[src/rtl/core/remp_mul.sv]
// ----------------------------------------------------------------------------
// remp_mul: shared signed multiplier
// Registered 32x32 product used for every candidate pair.
// ----------------------------------------------------------------------------
module remp_mul (
    input  logic               clk,
    input  logic signed [31:0] a,
    input  logic signed [31:0] b,
    output logic signed [63:0] p_reg
);

    always_ff @(posedge clk)
    begin
        p_reg <= a * b;
    end

endmodule

[config.mk]
export PLATFORM = sky130hd
export DESIGN_NAME = remp_mul
export DESIGN_NICKNAME = d
export VERILOG_FILES = /design/src/rtl/core/remp_mul.sv
export SDC_FILE = /design/constraint.sdc
export NUM_CORES = 2
export LEC_CHECK = 0
export BUFFER_PORTS_ARGS = -buffer_cell sky130_fd_sc_hd__buf_2
export CAP_MARGIN = 20
export CORE_ASPECT_RATIO = 0.6
export CORE_MARGIN = 10
export CORE_UTILIZATION = 55
export CTS_CLUSTER_SIZE = 30
export DETAILED_ROUTE_END_ITERATION = 10
export PLACE_DENSITY_LB_ADDON = 0.05
export SLEW_MARGIN = 25
export SYNTH_ARGS = -nofsm -noshare
export SYNTH_HDL_FRONTEND = slang
export SYNTH_SLANG_ARGS = --single-unit
export TNS_END_PERCENT = 10
[constraint.sdc]
create_clock -name clk -period 26.2 [get_ports clk]
set_input_delay 5.24 -clock clk [delete_from_list [all_inputs] [get_ports clk]]
set_output_delay 5.24 -clock clk [all_outputs]
set_load 0.05 [all_outputs]
==> out/results.tsv <==
stage	metric	value	unit
die	area of the core	66680	µm²
routing	drt wl/cell	23.37	µm
synthesis	syn nets	5215	
sta	actual slew at the worst max-slew pin	937.9	ps
global_route	first-pass GRT wire length	174500	µm
placed_design	PortBufs	128	
synthesis	Post-synth ARST share	0	%
clocking	Bufs on Longest Clock Path	2	
sta	fmax	0.07378	GHz
clocking	Root Driver	clkbuf_16	
job	Max-Cap Viols	0	
synthesis	synthesis warning total	0	
finish	max reg flops	64	
sta	relative slew slack	37.47	%
worst_setup_path	critical path class	input port to flip-flop	
synthesis	synth top area cells	fa_1 (58%), inv_1 (9.6%), and2_1 (8.7%)	
global_route	largest net degree at the start of global routing	33	
sta	final setup margin	12650	ps
routing	vias per std cell	5.299	
finish	Final Instance Area	38760	µm²
synthesis	Syn Area/Cell	9.589	µm²
synthesis	Yosys top cell area share	58.16	%
global_route	total gr overflow	0	
worst_setup_path	Critical Path Start	a[12]	
synthesis	largest family of logic cells by synthesized area	adder cells	
synthesis	number of distinct library cells after synthesis	63	
worst_setup_path	crit-path max FO	32	
clocking	CTS sink count	64	
synthesis	Synth Flop Type	dfxtp_1	
sta	Period Utilization, post-route	51.73	%
clocking	CTS tree	built	
placed_design	hpwl dp	91630	µm
clocking	H-tree Lvls	3	
sta	Final min period	13550	ps
finish	fillcell total	5895	
hold_path	Worst Hold Class	input port to flip-flop	
routing	Residual DRC	0	
synthesis	mux cell area share after synthesis	0	%
placed_design	DP Area	38430	µm²
sta	RSZ-0062 raised after global routing	false	
finish	layout net count	5177	
synthesis	compound-gate portion of the synthesized area	3.464	%
die	I/O Pins	129	
worst_setup_path	WP data required	26550	ps
global_route	initial antenna violation count	5	
clocking	CTS buffer count	9	
hold_path	Worst Hold Depth	3	
finish	Area growth syn-to-layout	4.069	%
global_route	Tot GR Track Use	29.63	%
clocking	clk slew on worst S/H paths	70	ps
global_route	vias in the first global route	26980	
worst_setup_path	Startpoint Class	input port	
clocking	hold_buf cts	0	
status	status	complete, no violations	
sta	Sum Neg Setup Slack	0	ps
synthesis	fraction of the mapped netlist area in simple logic gates	15.37	%
synthesis	largest area contributor in the netlist	fa_1	
clocking	Post-CTS Setup Repair Bufs	0	
worst_setup_path	CP Capture Type	flip-flop	
placed_design	pre-CTS setup slack	12340	ps
placed_design	GP Congestion	0.9312	
die	Initial Utilization	55.85	%
synthesis	cells after synthesis	3884	
die	number of placement rows	73	
sta	Pins Over Slew Limit	0	
die	DIE WIDTH	355.9	µm
synthesis	XOR/XNOR Fraction of Synth Area	1.764	%
sta	Final Hold Vio Count	0	
routing	wirelength, routed	111000	µm
synthesis	Post-Synth Adder-Cell Area	64.34	%
routing	Via Count	25180	
synthesis	Post-Syn Area	37240	µm²
die	Die H	221.6	µm
die	die area	78860	µm²
synthesis	Post-synth EDFFs	0	
routing	initial drt markers	2127	
synthesis	sequential cell area fraction in the yosys report	3.440	%
routing	Antenna Nets Post-Route	0	
routing	DR pass1 iterations	6	
worst_setup_path	CP arrival	13900	ps
sta	setup violators final	0	
clocking	Post-CTS Resized	0	
finish	share of layout cells above drive strength 1	4.934	%
hold_path	HP Start	a[0]	
synthesis	register bit total from synthesis	64	
## cell families after synthesis
| kind of cell | count (synthesis) |
|---|---|
| compound gates | 193 |
| xor+xnor | 75 |
| fa+ha+maj | 1266 |
| buf+inv | 1152 |
| flops | 64 |
| simple gates | 1134 |
## synthesized netlist by cell type, drive strengths merged, types with 3 or more instances
library cell,count
nor2b,3
and2,516
and4,4
a31oi,13
xor2,22
fa,1082
a21o,25
nand2b,9
nand3,15
a21oi,68
nor3,7
a211oi,8
o31ai,7
dfxtp,64
or3,5
nand4,7
o21bai,15
xnor2,53
ha,184
a21boi,3
o21ai,31
o211ai,3
nand2,511
inv,952
o21a,4
clkbuf,195
nor2,42
and3,9
buf,5
## worst paths after layout
kind | to | slack [ps]
hold / removal | p_reg[0] | 5430
setup / recovery | p_reg[60] | 12650
## critical path, stage by stage
cell and delay [ps]:
buf_2 660, and2_1 260, fa_1 440, fa_1 490, fa_1 520, inv_1 50, fa_1 470, inv_1 50
fa_1 490, inv_1 50, fa_1 520, inv_1 50, fa_1 490, fa_1 420, ha_1 410, nand4_1 460
nor2_1 120, nor3_1 670, o21ai_0 240, a21oi_1 520, o211ai_1 370, a2111oi_1 450, o21bai_1 120, a21oi_1 180
xnor2_1 130
## layout by cell type (no fill, tap or decap), types with 7 or more instances in the layout
cell type / netlist / layout
a31oi_1: 12 / 12
a21oi_1: 68 / 68
clkbuf_16: 0 / 9
nand4_1: 7 / 7
buf_2: 3 / 128
o21ai_0: 28 / 28
ha_1: 184 / 184
xnor2_1: 53 / 53
fa_1: 1082 / 1082
nand2b_1: 9 / 9
dfxtp_1: 64 / 64
and3_1: 7 / 7
inv_1: 952 / 952
buf_4: 0 / 23
nand2_1: 511 / 511
xor2_1: 22 / 22
and2_1: 516 / 516
nor2_1: 42 / 42
a21o_1: 23 / 23
nand3_1: 15 / 15
o21bai_1: 15 / 15
## final cells by class
cell class                      instances  area (µm²)  area share (%)
Clock inverter                          7       102.6          0.2647
Sequential cell                        64        1281           3.306
Inverter                              952        3573           9.220
Multi-Input combinational cell       2668       31630           81.62
Clock buffer                            9       225.2          0.5811
Antenna cell                            1       2.502        0.006457
Tap cell                              900        1126           2.905
Timing Repair Buffer                  151       813.3           2.098
## metrics by stage
| step | util, % | std cells | hold slack (ps) |
|---|---|---|---|
| after floorplan | - | 3884 | 5367 |
| after CTS | 58.12 | 4751 | 5378 |
| after global routing | 58.12 | 4751 | 5431 |
| after detailed placement | 57.63 | 4735 | 5711 |
| final | 58.13 | 4752 | 5427 |
| after global placement | 57.63 | 4735 | 5711 |
## per-layer routing
layer | global-route usage (%) | up-vias | share of wire, % | routed length, µm
met4 | 2.957 | 6 | 0.53 | 583
met1 | 47.81 | 12790 | 48 | 53320
met3 | 18.53 | 43 | 18 | 20370
met2 | 32.31 | 1380 | 33 | 36530
li1 | - | 10970 | - | -
met5 | 1.249 | - | 0.21 | 229
Power is not shown: default switching activity piles up to over one toggle a cycle in this logic, so the estimate is an artifact.
