--- src/rtl/core/remp_ram.sv ---
// ----------------------------------------------------------------------------
// remp_ram: generic single-port RAM
// One write or one read per cycle, registered read data.
// ----------------------------------------------------------------------------
module remp_ram #(
    parameter int WIDTH = 8,
    parameter int DEPTH = 16
) (
    input  logic                     clk,
    input  logic                     we,
    input  logic [$clog2(DEPTH)-1:0] addr,
    input  logic [WIDTH-1:0]         wdata,
    output logic [WIDTH-1:0]         rdata
);

    logic [WIDTH-1:0] mem [DEPTH];

    always_ff @(posedge clk)
    begin
        if (we)
            mem[addr] <= wdata;
        rdata <= mem[addr];
    end

endmodule

--- config.mk ---
export PLATFORM = sky130hd
export DESIGN_NAME = remp_ram
export DESIGN_NICKNAME = d
export VERILOG_FILES = /design/src/rtl/core/remp_ram.sv
export SDC_FILE = /design/constraint.sdc
export NUM_CORES = 1
export LEC_CHECK = 0
export ABC_AREA = 1
export BUFFER_PORTS_ARGS = -buffer_cell sky130_fd_sc_hd__buf_2
export CAP_MARGIN = 20
export CORE_AREA = 2 2 123 125
export CTS_BUF_LIST = sky130_fd_sc_hd__clkbuf_16
export DETAILED_ROUTE_END_ITERATION = 12
export DIE_AREA = 0 0 125 127
export PLACE_DENSITY = 0.63
export RECOVER_POWER = 100
export SLEW_MARGIN = 0
export SYNTH_ARGS = -nofsm -noshare
export SYNTH_HDL_FRONTEND = slang
export SYNTH_SLANG_ARGS = --single-unit
--- constraint.sdc ---
create_clock -name clk -period 2 [get_ports clk]
set_input_delay 0.4 -clock clk [delete_from_list [all_inputs] [get_ports clk]]
set_output_delay 0.4 -clock clk [all_outputs]
set_load 0.02 [all_outputs]
==> results of run 1 <==
-- cells by family (layout without fill, tap and decap cells) --
family	Yosys count	after routing	share of synthesized area
DFF	136	136	0.716
and+or+nand+nor	368	368	0.248
buffers and inverters	44	103	0.0362
-- area by class of cell --
cell class / instances / share of cell area
clock buffers: 17 / 0.0652
clock inverters: 15 / 0.0234
repair buffers: 48 / 0.0364
multi-input cells: 368 / 0.213
flip-flops and latches: 136 / 0.614
inverters: 23 / 0.0132
well taps: 184 / 0.0353
-- layer usage --
metal  global-route usage  vias to the layer above  share of wire
met1                0.227                     1754           0.44
met5                    0                        -              0
met2                0.261                      113           0.47
met4               0.0680                        0          0.019
li1                     -                     1843              -
met3               0.0452                       20          0.064
-- placed cells by master, fill, tap and decap left out, drive strengths merged --
cell type / synthesis / layout
buf: 18 / 14
bufinv: 0 / 2
clkbuf: 3 / 51
clkinv: 1 / 8
clkinvlp: 0 / 4
dfxtp: 8 / 8
edfxtp: 128 / 128
inv: 22 / 24
nand2: 346 / 346
nand3: 4 / 4
nor2: 18 / 18
-- sequential cells by signal (all words and copies together) (netlist names) --
| register | count |
|---|---|
| rdata | 8 |
| mem | 128 |
-- report_power, final --
group	internal, W	switching, W	leakage, nW
combinational	0.000103	0.000299	1.23
clock	0.00183	0.00120	0.273
sequential	0.00319	0.0000203	1.22
-- metrics by stage --
step	instance area, um^2	total power (W)
6_report	6520	0.00664
2_1_floorplan	5590	0.00351
3_5_place_dp	6030	0.00368
4_1_cts	6610	0.00672
3_3_place_gp	6030	0.00368
5_1_grt	6520	0.00685
-- worst max-delay path, cell delays in order --
cell and delay [ps]:
clkbuf_1 340, nand3_1 320, nor2_1 170, clkbuf_1 410
-- final timing paths --
path | to | slack (ps) | cells after the start
setup reg to reg | rdata[5] | 960 | 8
setup / recovery | mem[15][7] | 410 | 4
hold / removal | mem[3][3] | 520 | 4
hold reg to reg | rdata[7] | 720 | 8
==> flow_metrics.py, run 1 <==
metrics = {
    "status": {
        "status": "finished, final reports clean",
    },
    "power": {
        "vdd_drop_max_uv": 683,
        "power.density_nw_per_um2": 1020,
        "p_leak_nw": 2.72,
    },
    "hold_path": {
        "min_path_type": "input port to flip-flop",
        "hold_start": "addr[2]",
    },
    "synth": {
        "synth_top_area_frac": 0.687,
        "synth.avg_cell_area_um2": 10.2,
        "netlist-cell-type-count": 11,
        "synth_enable_flop_cells": 128,
        "synthArstFlopShare": 0,
        "dominantRegCellSynth": "edfxtp_1",
        "synth.most_common_cell": "nand2_1",
        "synthCells": 548,
        "synth_commonest_cells": "nand2_1 (346), edfxtp_1 (128), inv_1 (21)",
        "synthesis.area_um2": 5590,
        "ys_ff_latch": 136,
        "yosys-top-cells-area": "edfxtp_1 (69%), nand2_1 (23%), dfxtp_1 (2.9%), inv_1 (1.4%), nor2_1 (1.2%)",
        "synth_area_leader_cell": "edfxtp_1",
        "ys_seq_area_frac": 0.716,
        "synthesis.nets": 562,
        "yosys_warnings": 0,
    },
    "clocking": {
        "numClockSinks": 136,
        "ctsHtreeMaxLevel": 4,
        "cts_tree": "done",
        "cts_repair_resize_count": 0,
        "clock-root-buffer": "clkbuf_16",
        "cts_setup_buffers": 0,
        "path_clk_slew_ps": 60,
        "ctsHoldBuffers": 0,
        "insertion_delay_ps": 420,
        "numCtsBuffers": 17,
        "cts_buffer_depth": 2,
    },
    "sta": {
        "min_period_over_period": 0.794,
        "finalCriticalPeriod_ps": 1590,
        "tightestPinTransition_ps": 992,
        "max_freq_ghz": 0.630,
        "maxSlewHeadroom": 0.339,
        "finalSetupViolCount": 0,
        "finalHoldViolations": 0,
        "fin_ws_ps": 413,
        "fin_setup_tns_ps": 0,
        "holdWs_ps": 522,
        "finalMaxSlewViolations": 0,
        "skew_ps": 7.50,
        "rsz0062_at_grt": "no",
    },
    "die": {
        "start_util": 0.388,
        "fp.dieH_um": 127,
        "io_pins": 22,
        "die_x_um": 125,
        "fp-row-count": 44,
        "core_um2": 14400,
        "die-area_um2": 15900,
    },
    "placement": {
        "globalplace.congestion": 0.892,
        "place_ws_ps": 332,
        "io_buffer_count": 21,
        "hpwl_um": 7830,
        "dp_cells": 759,
    },
    "drt": {
        "routed_wl_um": 12400,
        "wl_per_cell_um": 15.7,
        "vias": 3730,
        "route.detailed.drc": 0,
        "drtAntennaViolNets": 0,
        "via_per_inst": 4.72,
        "drt_pass1_iterations": 5,
        "drt_iter0_drc": 251,
    },
    "cells_and_area": {
        "nFillCells": 1390,
        "syn2layout_area_growth_pct": 16.6,
        "regArea_um2": 4000,
        "postLayoutCoreUtil": 0.452,
        "multiInputGateArea_um2": 1390,
        "drive_above_1_share": 0.0758,
        "insertedDiodeCount": 0,
        "fin_cells": 791,
        "nets": 608,
    },
    "setup_path": {
        "timing.rr.start": "mem[2][5]",
        "crit_start": "addr[0]",
        "crit_type": "input port to flip-flop",
        "startpoint_type": "input port",
        "worstSetupEndpointType": "flip-flop",
        "crit_fanout": 8,
        "cp.required_ps": 2060,
        "crit_arrival_ps": 1650,
    },
    "global_routing": {
        "antenna_found_initial": 0,
        "grt_overflow": 0,
        "grt_start_max_net_pins": 49,
        "grt_pass1_wl_um": 19800,
        "grt_pass1_vias": 3674,
        "grt_use_total": 0.168,
    },
    "run": {
        "drv_cap": 0,
    },
}
Power figures use the tool's default switching activity.
==> inputs of run 2 (changes only) <==
--- a/config.mk
+++ b/config.mk
@@ -5,13 +5,13 @@
 export SDC_FILE = /design/constraint.sdc
 export NUM_CORES = 1
 export LEC_CHECK = 0
-export ABC_AREA = 1
+export ABC_AREA = 0
 export BUFFER_PORTS_ARGS = -buffer_cell sky130_fd_sc_hd__buf_2
 export CAP_MARGIN = 20
-export CORE_AREA = 2 2 123 125
+export CORE_AREA = 2 2 117 119
 export CTS_BUF_LIST = sky130_fd_sc_hd__clkbuf_16
 export DETAILED_ROUTE_END_ITERATION = 12
-export DIE_AREA = 0 0 125 127
+export DIE_AREA = 0 0 119 121
 export PLACE_DENSITY = 0.63
 export RECOVER_POWER = 100
 export SLEW_MARGIN = 0
==> constraint.sdc (replaced) <==
create_clock -name clk -period 1.5 [get_ports clk]
set_input_delay 0.3 -clock clk [delete_from_list [all_inputs] [get_ports clk]]
set_output_delay 0.3 -clock clk [all_outputs]
set_load 0.02 [all_outputs]
==> run 2 against run 1 <==
Against the previous run: flip-flop and latch count is the same; critical path depth grew 2; synthesized cell count shrank 58%; core utilization grew 2.9 points; non-clock buffer count grew 19; combinational power grew 15%; largest cell class unchanged.
==> flow_metrics.py, run 2 <==
metrics = {
    "sta": {
        "finalMaxSlewViolations": 0,
        "tightestPinTransition_ps": 719,
        "holdWs_ps": 413,
        "fin_ws_ps": 113,
        "skew_ps": 7.25,
        "finalCriticalPeriod_ps": 1390,
        "max_freq_ghz": 0.721,
        "finalSetupViolCount": 0,
        "finalHoldViolations": 0,
        "maxSlewHeadroom": 0.520,
        "rsz0062_at_grt": "no",
        "min_period_over_period": 0.925,
    },
    "drt": {
        "route.detailed.drc": 0,
        "drt_pass1_iterations": 4,
        "drt_iter0_drc": 265,
        "wl_per_cell_um": 20.2,
        "drtAntennaViolNets": 0,
        "via_per_inst": 5.05,
        "vias": 2497,
        "routed_wl_um": 9960,
    },
    "setup_path": {
        "crit_fanout": 11,
        "startpoint_type": "input port",
        "worstSetupEndpointType": "flip-flop",
        "cp.required_ps": 1570,
        "crit_type": "input port to flip-flop",
        "r2r_setup_slack_ps": 160,
        "crit_arrival_ps": 1460,
    },
    "cells_and_area": {
        "layout_common_cells": "edfxtp_1 (128), mux4_2 (32), clkbuf_1 (25), buf_4 (19), clkbuf_16 (17)",
        "largest_register": "mem",
        "insertedDiodeCount": 0,
        "final_common_cell": "edfxtp_1",
        "drive_above_1_share": 0.333,
        "nFillCells": 1085,
        "largest_register_ffs": 128,
        "fin_cells": 494,
        "multiInputGateArea_um2": 1000,
        "regArea_um2": 4000,
        "nets": 319,
        "syn2layout_area_growth_pct": 24.4,
        "reg_top3": "mem x128, rdata x8",
    },
    "synth": {
        "synth_top_area_frac": 0.759,
        "netlist-cell-type-count": 18,
        "synthesis.area_um2": 5070,
        "synthArstFlopShare": 0,
        "yosys-top-cells-area": "edfxtp_1 (76%), mux4_2 (14%), dfxtp_1 (3.2%), a22oi_1 (2.4%), nor2_1 (0.96%)",
        "synth_compound_area_frac": 0.0237,
        "synth_enable_flop_cells": 128,
        "synth.avg_cell_area_um2": 22.0,
        "ys_ff_latch": 136,
        "synthCells": 230,
        "synth_area_leader_cell": "edfxtp_1",
        "yosys_warnings": 0,
        "synth-adder-area-share": 0,
        "synth_simple_gate_area_frac": 0.0321,
        "dominantRegCellSynth": "edfxtp_1",
        "synth_top_family_by_area": "multiplexers",
        "synth_commonest_cells": "edfxtp_1 (128), mux4_2 (32), a22oi_1 (16)",
        "synthMuxAreaShare": 0.142,
        "ys_seq_area_frac": 0.790,
        "synth.most_common_cell": "edfxtp_1",
        "synthesis.nets": 244,
        "synthXorXnorAreaFrac": 0,
    },
    "die": {
        "start_util": 0.387,
        "fp.dieH_um": 121,
        "fp-row-count": 42,
        "die_x_um": 119,
        "core_um2": 13100,
        "io_pins": 22,
        "die-area_um2": 14400,
    },
    "power": {
        "power.density_nw_per_um2": 1420,
        "vdd_drop_max_uv": 1240,
        "power_w": 0.00893,
        "p_leak_nw": 2.08,
    },
    "clocking": {
        "path_clk_slew_ps": 60,
        "cts_buffer_depth": 2,
        "cts_repair_resize_count": 0,
        "clock-root-buffer": "clkbuf_16",
        "cts_setup_buffers": 0,
        "ctsHoldBuffers": 0,
        "ctsHtreeMaxLevel": 4,
        "insertion_delay_ps": 410,
        "numClockSinks": 136,
        "numCtsBuffers": 17,
        "cts_tree": "done",
    },
    "placement": {
        "place_ws_ps": -272,
        "globalplace.congestion": 0.772,
        "dp_cells": 462,
        "hpwl_um": 6790,
        "io_buffer_count": 21,
    },
    "global_routing": {
        "grt_pass1_vias": 2630,
        "grt_use_total": 0.151,
        "grt_start_max_net_pins": 18,
        "antenna_found_initial": 0,
        "grt_busiest_layer": "met2",
        "use_met1": 0.212,
        "grt_use_met3": 0.0423,
        "grt_overflow": 0,
        "grt_pass1_wl_um": 15500,
        "met2_usage": 0.231,
    },
    "run": {
        "drv_cap": 0,
    },
    "status": {
        "status": "finished, final reports clean",
    },
    "hold_path": {
        "min_path_type": "input port to flip-flop",
    },
}
## run 2: cell types whose count changed after synthesis, sizes merged, moves of 2 or more
cell / before / now
a22oi: 0 / 16
nor3: 0 / 4
nand2b: 0 / 2
nand2: 346 / 9
nand3: 4 / 1
mux4: 0 / 32
nor2: 18 / 13
buf: 18 / 8
inv: 22 / 0
nand3b: 0 / 2
nor2b: 0 / 2
## run 2: routing by layer
metal / wire length (um) / up-vias
met3: 581 / 7
met5: 0 / -
li1: - / 1121
met2: 4770 / 79
met1: 4550 / 1290
met4: 64 / 0
## run 2: area by class of cell
| type | instances | share of cell area |
|---|---|---|
| clock buffers | 17 | 0.0675 |
| clock inverters | 15 | 0.0282 |
| multi-input cells | 83 | 0.159 |
| flip-flops and latches | 136 | 0.635 |
| well taps | 176 | 0.0349 |
| repair buffers | 67 | 0.0748 |
## run 2: report_power, final
group          leakage, nW  total (W)  internal [W]  switching, W
clock network        0.283    0.00419       0.00262       0.00157
logic                0.572   0.000463      0.000201      0.000262
registers             1.22    0.00427       0.00425     0.0000244
total                 2.08    0.00893       0.00707       0.00186
## run 2: path summary, 6_finish.rpt
kind,startpoint,to,cells after the start
worst max-delay path,addr[0],mem[8][5],6
worst min-delay path,wdata[7],mem[15][7],1
worst max register to register,mem[3][0],rdata[0],3
worst min register to register,mem[14][2],rdata[2],3
## run 2: critical path: stages
cell and delay, ps:
clkbuf_2 130, buf_12 170, clkbuf_2 170, clkbuf_1 130, nor3_1 200, clkbuf_2 350
## run 2: cell families after synthesis
group / Yosys count
mux: 32
buf+inv: 11
flops: 136
compound gates: 16
simple gates: 35
## run 2: through the flow
stage	TNS, ps	instance area (um^2)	util
floorplan	-2750	5130	-
global placement	-16770	5890	0.450
detailed placement	-18770	5890	0.450
CTS	0	6490	0.496
global route	0	6300	0.482
finish	0	6300	0.482
==> inputs of run 3 (changes only) <==
--- a/config.mk
+++ b/config.mk
@@ -8,10 +8,10 @@
 export ABC_AREA = 0
 export BUFFER_PORTS_ARGS = -buffer_cell sky130_fd_sc_hd__buf_2
 export CAP_MARGIN = 20
-export CORE_AREA = 2 2 117 119
+export CORE_AREA = 5 5 120 122
 export CTS_BUF_LIST = sky130_fd_sc_hd__clkbuf_16
 export DETAILED_ROUTE_END_ITERATION = 12
-export DIE_AREA = 0 0 119 121
+export DIE_AREA = 0 0 125 127
 export PLACE_DENSITY = 0.63
 export RECOVER_POWER = 100
 export SLEW_MARGIN = 0
==> constraint.sdc (replaced) <==
create_clock -name clk -period 1.45 [get_ports clk]
set_input_delay 0.29 -clock clk [delete_from_list [all_inputs] [get_ports clk]]
set_output_delay 0.29 -clock clk [all_outputs]
set_load 0.02 [all_outputs]
==> run 3 against run 2 <==
Against the previous run: cell count fell by 2.6%; sequential share of layout area rose by 1.6 points; flip-flop and latch count did not move; total power fell by 3.6%; via count fell by 2.0%; critical path depth did not move; first-iteration DRC count fell by 43%; critical path type unchanged; highest routed layer unchanged.
==> flow_metrics.py, run 3 (synthesized netlist as in run 2, its figures left out) <==
metrics = {
    "sta": {
        "skew_ps": 9.80,
        "finalSetupViolCount": 0,
        "finalHoldViolations": 0,
        "tightestPinTransition_ps": 784,
        "fin_setup_tns_ps": 0,
        "finalCriticalPeriod_ps": 1370,
        "holdWs_ps": 428,
        "max_freq_ghz": 0.727,
        "min_period_over_period": 0.948,
        "finalMaxSlewViolations": 0,
        "rsz0062_at_grt": "no",
        "maxSlewHeadroom": 0.477,
    },
    "cells_and_area": {
        "final_common_cell": "edfxtp_1",
        "insertedDiodeCount": 0,
        "nFillCells": 1130,
        "syn2layout_area_growth_pct": 21.3,
        "largest_register_ffs": 128,
        "largest_register": "mem",
        "layout_common_cells": "edfxtp_1 (128), mux4_2 (32), clkbuf_1 (26), clkbuf_16 (17), a22oi_1 (15)",
        "drive_above_1_share": 0.269,
        "nets": 306,
        "reg_top3": "mem x128, rdata x8",
    },
    "die": {
        "start_util": 0.387,
        "fp-row-count": 42,
        "core_um2": 13100,
        "io_pins": 22,
        "die_x_um": 125,
        "fp.dieH_um": 127,
        "die-area_um2": 15900,
    },
    "clocking": {
        "cts_repair_resize_count": 0,
        "path_clk_slew_ps": 60,
        "cts_setup_buffers": 0,
        "ctsHoldBuffers": 0,
        "insertion_delay_ps": 410,
        "ctsHtreeMaxLevel": 4,
        "numCtsBuffers": 17,
        "cts_tree": "done",
        "cts_buffer_depth": 2,
        "numClockSinks": 136,
        "clock-root-buffer": "clkbuf_16",
    },
    "hold_path": {
        "worstHoldPathCells": 1,
        "hold_start": "wdata[5]",
        "min_path_type": "input port to flip-flop",
        "hold_path_end": "mem[4][5]",
    },
    "drt": {
        "routed_wl_um": 10200,
        "drtAntennaViolNets": 0,
        "wl_per_cell_um": 21.2,
        "route.detailed.drc": 0,
        "vias": 2446,
        "drt_pass1_iterations": 4,
        "drt_iter0_drc": 151,
        "via_per_inst": 5.09,
    },
    "power": {
        "power.density_nw_per_um2": 1400,
        "p_leak_nw": 2.04,
        "vdd_drop_max_uv": 736,
    },
    "setup_path": {
        "timing.rr.end": "rdata[2]",
        "r2r_cells": 3,
        "timing.rr.start": "mem[3][2]",
        "cp.required_ps": 1730,
        "worstSetupEndpointType": "flip-flop",
        "crit_type": "input port to flip-flop",
        "r2r_setup_slack_ps": 80,
        "crit_fanout": 19,
        "crit_arrival_ps": 1650,
        "startpoint_type": "input port",
    },
    "global_routing": {
        "grt_start_max_net_pins": 20,
        "grt_use_total": 0.138,
        "antenna_found_initial": 0,
        "grt_pass1_vias": 2626,
        "grt_overflow": 0,
        "grt_pass1_wl_um": 15900,
    },
    "run": {
        "drv_cap": 0,
    },
    "status": {
        "status": "finished, final reports clean",
    },
    "placement": {
        "hpwl_um": 6750,
        "globalplace.congestion": 0.731,
        "io_buffer_count": 21,
    },
}
run 3: critical path: stages:
cell,delay [ps]
clkbuf_2,150
buf_12,210
clkbuf_1,140
mux4_2,500
a22oi_1,240
nand2_1,120
run 3: metal layers:
layer,GRT usage,vias up,part of all wire
li1,-,1093,-
met1,0.182,1272,0.44
met2,0.216,69,0.49
met3,0.0451,12,0.062
met4,0.0497,0,0.012
met5,0,-,0
run 3: layout make-up:
cell class / count / area (um^2) / area share
Sequential cell: 136 / 4000 / 0.651
Multi-Input combinational cell: 83 / 1020 / 0.165
Clock buffer: 17 / 425 / 0.0692
Timing Repair Buffer: 54 / 395 / 0.0643
Tap cell: 176 / 220 / 0.0358
Clock inverter: 15 / 85.1 / 0.0138
run 3: worst max path at each step:
| stage | startpoint | to | cells after the start |
|---|---|---|---|
| CTS | mem[10][1] | rdata[1] | 3 |
| global route | addr[3] | mem[11][7] | 5 |
| floorplan | addr[1] | mem[1][0] | 4 |
| global placement | addr[0] | rdata[1] | 5 |
| detailed placement | addr[0] | rdata[0] | 6 |
| finish | addr[0] | rdata[0] | 6 |
run 3: through the flow:
stage | instance area (um^2) | worst slack (ps) | total power [W] | util | cells
detailed placement | 5810 | -310 | 0.00502 | 0.444 | 449
global route | 6150 | 30.2 | 0.00892 | 0.470 | 481
CTS | 6320 | 14.2 | 0.00873 | 0.483 | 481
global placement | 5810 | -278 | 0.00501 | 0.444 | 449
floorplan | 5140 | -50.3 | 0.00477 | - | 230
finish | 6150 | 75.1 | 0.00860 | 0.470 | 481
run 3: report_power, final:
part | total [W] | switching, W | internal, W | leakage (nW)
clock | 0.00370 | 0.00143 | 0.00227 | 0.280
sequential | 0.00443 | 0.0000272 | 0.00440 | 1.22
combinational | 0.000474 | 0.000280 | 0.000194 | 0.536
total | 0.00860 | 0.00174 | 0.00686 | 2.04
